[src/rtl/lru_pr_pkg.sv]
`timescale 1ns / 1ps
// ----------------------------------------------------------------------------
// lru_pr_pkg
// Shared types and fixed widths for the LRU page replacement unit.
// ----------------------------------------------------------------------------
package lru_pr_pkg;

   localparam int CSR_W       = 5;
   localparam int PORT_PAGE_W = 16;
   localparam int COUNT_W     = 32;

   localparam logic [CSR_W-1:0]   CSR_RESET = CSR_W'(16);
   localparam logic [COUNT_W-1:0] COUNT_MAX = {COUNT_W{1'b1}};

   // broadcast from the top level to every cell in the recency chain
   typedef struct packed {
      logic step;   // a word is accepted this cycle
      logic start;  // empty the chain before handling the word
      logic hit;    // requested page found somewhere in the chain
      logic evict;  // chain is at capacity, the oldest entry drops out
   } cell_ctl_type;

endpackage

[src/rtl/lru_page_replacement.sv]
`timescale 1ns / 1ps
// ----------------------------------------------------------------------------
// lru_page_replacement
// LRU page replacement unit built as a chain of recency cells; slot 0 holds
// the most recent page, the valid slots always form a prefix of the chain.
// ----------------------------------------------------------------------------
// The response word sits in an output register, valid in the next cycle.
// Throughput: one word per cycle unless rsp_ready stalls the output; the compare
//   across all cells and the chain shift happen in the accepting cycle.
// Reset: chain empty, hit and miss counts zero, capacity register at 16.
// ----------------------------------------------------------------------------
module lru_page_replacement
   import lru_pr_pkg::*;
#(
   parameter int MEM_FRAMES = 16,
   parameter int PAGE_BITS  = 16
) (
   input  logic                   clock,
   input  logic                   reset,
   input  logic                   req_valid,
   output logic                   req_ready,
   input  logic [PORT_PAGE_W-1:0] req_page_number,
   input  logic                   req_start_run,
   output logic                   rsp_valid,
   input  logic                   rsp_ready,
   output logic                   rsp_hit,
   output logic                   rsp_evicted_valid,
   output logic [PORT_PAGE_W-1:0] rsp_evicted_page,
   output logic [COUNT_W-1:0]     rsp_hit_count,
   output logic [COUNT_W-1:0]     rsp_miss_count,
   input  logic                   csr_write_enable,
   input  logic [CSR_W-1:0]       csr_write_data
);

   localparam int CNT_W = $clog2(MEM_FRAMES + 1);
   localparam int CMP_W = CNT_W + CSR_W;
   localparam logic [CMP_W-1:0] FRAMES_MAX = CMP_W'(MEM_FRAMES);

   logic [CSR_W-1:0]     csr_pages_ff;
   logic [CNT_W-1:0]     count_ff, count_in, count_eff;
   logic [COUNT_W-1:0]   hits_ff, hits_in, hits_eff;
   logic [COUNT_W-1:0]   misses_ff, misses_in, misses_eff;
   logic                 rsp_valid_ff, rsp_valid_in;
   logic                 rsp_hit_ff;
   logic                 rsp_ev_valid_ff;
   logic [PORT_PAGE_W-1:0] rsp_ev_page_ff, ev_page_port;

   logic                 accept;
   logic [PAGE_BITS-1:0] req_page;
   logic [CMP_W-1:0]     capacity;
   logic [PAGE_BITS-1:0] ev_page;
   cell_ctl_type         ctl;

   logic [PAGE_BITS-1:0] cell_page  [MEM_FRAMES];
   logic                 cell_valid [MEM_FRAMES];
   logic                 cell_chain [MEM_FRAMES];

   assign req_ready = ~rsp_valid_ff | rsp_ready;
   assign accept    = req_valid & req_ready;

   generate
      if (PAGE_BITS >= PORT_PAGE_W) begin : g_wide_page
         assign req_page     = PAGE_BITS'(req_page_number);
         assign ev_page_port = ev_page[PORT_PAGE_W-1:0];
      end else begin : g_narrow_page
         assign req_page     = req_page_number[PAGE_BITS-1:0];
         assign ev_page_port = PORT_PAGE_W'(ev_page);
      end
   endgenerate

   // capacity clamped to 1..MEM_FRAMES
   always_comb begin
      capacity = CMP_W'(csr_pages_ff);
      if (csr_pages_ff == '0) begin
         capacity = CMP_W'(1);
      end else if (capacity > FRAMES_MAX) begin
         capacity = FRAMES_MAX;
      end
   end

   assign count_eff  = req_start_run ? '0 : count_ff;
   assign hits_eff   = req_start_run ? '0 : hits_ff;
   assign misses_eff = req_start_run ? '0 : misses_ff;

   assign ctl.step  = accept;
   assign ctl.start = req_start_run;
   assign ctl.hit   = cell_chain[0];
   assign ctl.evict = CMP_W'(count_eff) >= capacity;

   generate
      for (genvar i = 0; i < MEM_FRAMES; i++) begin : g_cell
         logic [PAGE_BITS-1:0] left_page;
         logic                 left_valid;
         logic                 hit_right;
         if (i == 0) begin : g_head
            assign left_page  = req_page;
            assign left_valid = 1'b1;
         end else begin : g_body
            assign left_page  = cell_page[i-1];
            assign left_valid = cell_valid[i-1];
         end
         if (i == MEM_FRAMES - 1) begin : g_tail
            assign hit_right = 1'b0;
         end else begin : g_inner
            assign hit_right = cell_chain[i+1];
         end
         lru_pr_cell #(
            .PAGE_BITS(PAGE_BITS)
         ) u_cell (
            .clock            (clock),
            .reset            (reset),
            .ctl              (ctl),
            .req_page         (req_page),
            .left_page        (left_page),
            .left_valid       (left_valid),
            .hit_right        (hit_right),
            .page             (cell_page[i]),
            .valid            (cell_valid[i]),
            .hit_here_or_right(cell_chain[i])
         );
      end
   endgenerate

   // oldest page sits in the last valid slot
   always_comb begin
      ev_page = '0;
      for (int i = 0; i < MEM_FRAMES; i++) begin
         if (i == MEM_FRAMES - 1) begin
            if (cell_valid[i]) begin
               ev_page = ev_page | cell_page[i];
            end
         end else if (cell_valid[i] && !cell_valid[i+1]) begin
            ev_page = ev_page | cell_page[i];
         end
      end
   end

   always_comb begin
      count_in  = count_ff;
      hits_in   = hits_ff;
      misses_in = misses_ff;
      if (accept) begin
         count_in  = count_eff;
         hits_in   = hits_eff;
         misses_in = misses_eff;
         if (ctl.hit) begin
            if (hits_eff != COUNT_MAX) begin
               hits_in = hits_eff + COUNT_W'(1);
            end
         end else begin
            if (!ctl.evict) begin
               count_in = count_eff + CNT_W'(1);
            end
            if (misses_eff != COUNT_MAX) begin
               misses_in = misses_eff + COUNT_W'(1);
            end
         end
      end
   end

   always_comb begin
      rsp_valid_in = rsp_valid_ff;
      if (accept) begin
         rsp_valid_in = 1'b1;
      end else if (rsp_ready) begin
         rsp_valid_in = 1'b0;
      end
   end

   always_ff @(posedge clock) begin
      if (reset) begin
         csr_pages_ff <= CSR_RESET;
         count_ff     <= '0;
         hits_ff      <= '0;
         misses_ff    <= '0;
         rsp_valid_ff <= 1'b0;
      end else begin
         if (csr_write_enable) begin
            csr_pages_ff <= csr_write_data;
         end
         count_ff     <= count_in;
         hits_ff      <= hits_in;
         misses_ff    <= misses_in;
         rsp_valid_ff <= rsp_valid_in;
      end
   end

   always_ff @(posedge clock) begin
      if (accept) begin
         rsp_hit_ff      <= ctl.hit;
         rsp_ev_valid_ff <= ~ctl.hit & ctl.evict;
         rsp_ev_page_ff  <= (~ctl.hit & ctl.evict) ? ev_page_port : '0;
      end
   end

   assign rsp_valid         = rsp_valid_ff;
   assign rsp_hit           = rsp_hit_ff;
   assign rsp_evicted_valid = rsp_ev_valid_ff;
   assign rsp_evicted_page  = rsp_ev_page_ff;
   assign rsp_hit_count     = hits_ff;
   assign rsp_miss_count    = misses_ff;

endmodule

[src/rtl/lru_pr_cell.sv]
`timescale 1ns / 1ps
// ----------------------------------------------------------------------------
// lru_pr_cell
// One slot of the recency chain. Holds a page and a valid bit, compares
// against the request and takes its left neighbor's page when the chain shifts.
// ----------------------------------------------------------------------------
module lru_pr_cell
   import lru_pr_pkg::*;
#(
   parameter int PAGE_BITS = 16
) (
   input  logic                 clock,
   input  logic                 reset,
   input  cell_ctl_type         ctl,
   input  logic [PAGE_BITS-1:0] req_page,
   input  logic [PAGE_BITS-1:0] left_page,
   input  logic                 left_valid,
   input  logic                 hit_right,
   output logic [PAGE_BITS-1:0] page,
   output logic                 valid,
   output logic                 hit_here_or_right
);

   logic [PAGE_BITS-1:0] page_ff;
   logic                 valid_ff;
   logic                 valid_in;
   logic                 match;
   logic                 shift;

   // a start flag makes the chain look empty for this word
   assign valid = valid_ff & ~ctl.start;
   assign page  = page_ff;

   assign match             = valid && (page_ff == req_page);
   assign hit_here_or_right = match | hit_right;

   // hit: every slot up to the matching one moves down by one
   // miss: every valid slot moves, plus the first free one unless evicting
   assign shift = ctl.hit ? hit_here_or_right : (valid | (~ctl.evict & left_valid));

   always_comb begin
      valid_in = valid_ff;
      if (ctl.step) begin
         valid_in = shift | valid;
      end
   end

   always_ff @(posedge clock) begin
      if (reset) begin
         valid_ff <= 1'b0;
      end else begin
         valid_ff <= valid_in;
      end
   end

   always_ff @(posedge clock) begin
      if (ctl.step && shift) begin
         page_ff <= left_page;
      end
   end

endmodule

[config.mk]
export PLATFORM = sky130hd
export DESIGN_NAME = lru_page_replacement
export DESIGN_NICKNAME = d
export VERILOG_FILES = /design/src/rtl/lru_pr_pkg.sv /design/src/rtl/lru_page_replacement.sv /design/src/rtl/lru_pr_cell.sv
export SDC_FILE = /design/constraint.sdc
export NUM_CORES = 1
export LEC_CHECK = 0
export BUFFER_PORTS_ARGS = -buffer_cell sky130_fd_sc_hd__buf_2
export CAP_MARGIN = 0
export CORE_MARGIN = 2
export CORE_UTILIZATION = 44
export DETAILED_ROUTE_END_ITERATION = 6
export PLACE_DENSITY = 0.65
export RECOVER_POWER = 100
export SYNTH_ARGS = -nofsm -noshare
export SYNTH_HDL_FRONTEND = slang
export SYNTH_SLANG_ARGS = --single-unit
[constraint.sdc]
create_clock -name clock -period 6.2 [get_ports clock]
set_input_delay 0.62 -clock clock [delete_from_list [all_inputs] [get_ports clock]]
set_output_delay 0.62 -clock clock [all_outputs]
set_load 0.01 [all_outputs]
==> summary.md <==
| Metric | Value |
|---|---|
| First-pass GRT wire length | 100600 µm |
| Share of layout cells above drive strength 1 | roughly 8.3% |
| Placed Instances | between 2000 and 2500 |
| Site row count | 76 |
| Buf/Inv on CP | 2 |
| Clk sink count | between 300 and 400 |
| Via count | around 16000 |
| Maximum number of pins on one net before global-route repair | 57 |
| CP Depth | 9 |
| CTS tree | yes |
| Core Area | 43360 µm² |
| Crit share post-route | approximately four fifths |
| CP dominant cell by count | clkbuf_1 |
| Max Clock Skew | between 0.02 and 0.03 ns |
| Setup TNS | 0 ns |
| Ranking of synthesized cells by area | edfxtp_1, dfxtp_1, xnor2_1 |
| Vias per cell | around 6.4 |
| Die Wd | between 200 and 250 µm |
| Final std cells w/o fill | around 2400 |
| DRT Wirelength | 70170 µm |
| Per-cell routed wire length | approximately 29 µm |
| CP max stage delay | ~1.1 ns |
| Initial antenna violation count | 0 |
| Crit Path Max Fanout | 17 |
| Critical-path cell list | clkbuf_1 -> xor2_1 -> or4b_2 -> or4_1 -> nand4bb_1 -> or3_1 -> o21ai_0 -> nor2_1 -> clkbuf_1 |
| Crit path kind | in2reg |
| Seq/Total Area, Yosys | 51.75% |
| Clk root buf | clkbuf_16 |
| Gpl congestion | 0.9796 |
| # diodes | 0 |
| Clock buffer count from CTS | 42 |
| Final setup fails | 0 |
| # Post-CTS Setup Buffers | 0 |
| Crit-path leading delay family | simple AND/OR/NAND/NOR gates |
| Synth Net Count | approximately 1800 |
| Power per Cell Area | 257.4 nW/µm² |
| CTS H-tree lvls | 2 |
| Layout fillers | slightly above 4000 |
| Peak VDD IR | 0.2573 mV |
| Area grow syn2layout | 10.53% |
| Hold endpoint | csr_pages_ff[4]$_SDFFE_PP1P_ |
| Pins Over Slew Limit | roughly 260 |
| Top-level port count | 111 |
| R2R Path End | rsp_hit_count[9]$_SDFFE_PP0P_ |
| DP Wirelength | 53100 µm |
| DRC errors left | 0 |
| R2R Path Start | rsp_valid$_SDFFE_PP0P_ |
| Hold WC Path Type | in2reg |
| Synthesized flop and latch total | approximately 370 |
| Worst-path clk slew | approximately 0.06 ns |
| Initial Util | between 40% and 50% |
| Nets | 1868 |
| Yosys cell types | 76 |
| Resize count post-CTS | 0 |
| PortBufs | 110 |
| Grt ovf | 0 |
| Drt pass-1 iters | 6 |
| DIE HEIGHT | 214.1 µm |
| Max-cap violations | 11 |
| Syn_area_per_cell | 11.10 µm² |
| Top-area cell type share of the netlist area | between 40% and 50% |
| Worst-Skew Late Latency | ~0.59 ns |
| R2R setup slack | 1.39 ns |
| Failing checks | max-capacitance violations, max-slew violations |
| # hold bufs at CTS | 0 |
| Critical-path top delay cell | clkbuf_1 |
| Critical path capture point type | register |
| CP required | ~6.4 ns |
| Post-synth top area cell | edfxtp_1 |
| Most frequent cells after synthesis | edfxtp_1, xnor2_1, nand2_1, xor2_1, nor2_1 |
| Area of the multi-input gates | approximately 8600 µm² |
| Synthesized area | 19420 µm² |
| Rel. slew slack | -64.93% |
| Hold Path Cell Cnt | 3 |
| Tot GR Track Use | ~30% |
| Worst Tran Pin Value | roughly 2.5 ns |
| Die area | roughly 46000 µm² |
| Min Clock Period, post-route | slightly above 5 ns |
| Most common cell in the netlist | edfxtp_1 |
| Number of flops mapped to enable cells by yosys | 274 |
| FF/Latch Area | roughly 10000 µm² |
| Final Hold Fails | 0 |
| RSZ-0062 raised after global routing | no |
| Clock buffer depth | 3 |
| Initial DRC count | between 2000 and 2500 |
| Status | complete, but fails checks |
| CP startpoint kind | input pin |
| Worst EP arrival | between 5 and 6 ns |
| Leakage | around 7.0 nW |
| Vias in the first global route | 15040 |
| Fmax | between 0.15 and 0.2 GHz |
| Post-route ant nets | 0 |
| Hold path startpoint | csr_write_data[4] |
| Syn Inst Count | roughly 1800 |
| Reg2reg path depth | 8 |
| Main synth FF type | edfxtp_1 |
| Warnings, synthesis | 0 |
| Post-synth ARST share | 0% |
==> layout make-up <==
type	count	share of cell area, %
multi-input cells	1265	40.27
flip-flops and latches	365	46.82
repair buffers	144	2.938
clock inverters	21	1.043
clock buffers	54	5.252
well taps	585	3.410
inverters	15	0.2623
==> registers in the layout, summed over array words and instances, names as in the netlist <==
register                flops
count_ff                    5
g_cell.u_cell.page        256
rsp_evicted_valid           1
rsp_valid                   1
rsp_hit                     1
rsp_hit_count              32
csr_pages_ff                5
g_cell.u_cell.valid_ff     16
rsp_miss_count             32
rsp_evicted_page           16
==> metrics by stage <==
stage          worst slack [ns]  power, W  util [%]  hold slack [ns]  instance area (µm²)
2_1_floorplan             1.408  0.002947         -           0.4602                19420
3_3_place_gp              1.596  0.003057     46.88           0.4790                20330
3_5_place_dp              1.513  0.003062     46.88           0.4844                20330
4_1_cts                   2.098  0.005540     49.99           0.2361                21680
5_1_grt                  0.8901  0.005650     49.50           0.2751                21460
6_report                  1.127  0.005524     49.50           0.2555                21460
==> cells in the final DEF (no fill, tap or decap), drive strengths merged, types with 9 or more instances in the layout <==
master	Yosys	layout
nor2	97	97
nor3b	13	13
nor3	41	41
mux2i	19	19
xnor2	154	154
nor4	51	51
o211ai	9	9
a22oi	96	96
nand2b	11	11
a22o	21	21
and3	47	47
or4	23	23
dfxtp	91	91
and2	14	14
nand2	111	111
inv	14	18
mux2	29	29
xor2	104	104
edfxtp	274	274
or3	9	9
a221oi	18	18
nor2b	16	16
nor4b	13	13
nand4	87	87
o21ai	16	16
buf	46	30
nand3	84	84
and4	10	10
clkinv	1	13
a21oi	63	63
clkbuf	59	168
==> power breakdown <==
group / leakage (nW) / switching (W) / internal (W)
Sequential: 3.23 / 0.0000281 / 0.00263
Combinational: 3.10 / 0.000259 / 0.000103
Clock: 0.660 / 0.00105 / 0.00146
==> worst max path at each step <==
stage | start | to | slack (ns)
3_3_place_gp | req_start_run | g_cell[2].u_cell.page[7]$_DFFE_PP_ | 1.60
5_1_grt | req_page_number[7] | g_cell[9].u_cell.page[11]$_DFFE_PP_ | 0.89
6_report | req_page_number[7] | g_cell[9].u_cell.page[11]$_DFFE_PP_ | 1.13
3_5_place_dp | req_start_run | g_cell[4].u_cell.page[2]$_DFFE_PP_ | 1.51
4_1_cts | req_start_run | g_cell[4].u_cell.page[12]$_DFFE_PP_ | 2.10
2_1_floorplan | req_start_run | g_cell[15].u_cell.page[0]$_DFFE_PP_ | 1.41
==> logic make-up after synthesis <==
| group | Yosys count | synth area share (%) |
|---|---|---|
| and+or+nand+nor | 663 | 19.02 |
| DFF | 365 | 51.75 |
| AOI/OAI and AO/OA | 288 | 10.58 |
| xor gates and xnor gates | 258 | 11.64 |
| buffers and inverters | 120 | 3.834 |
| muxes | 48 | 2.661 |
| adders and majority gates | 8 | 0.5155 |
==> tightest hold or removal path: stages <==
cell,delay (ns)
buf_2,0.07
nand2_1,0.04
o211ai_1,0.07
==> routing by layer <==
layer	track usage [%]	routed length [µm]
met5	0	0
met4	8.796	1973
met3	7.177	7321
met2	46.68	31750
met1	40.84	29130
No activity file was read; power rests on OpenSTA's default activity.
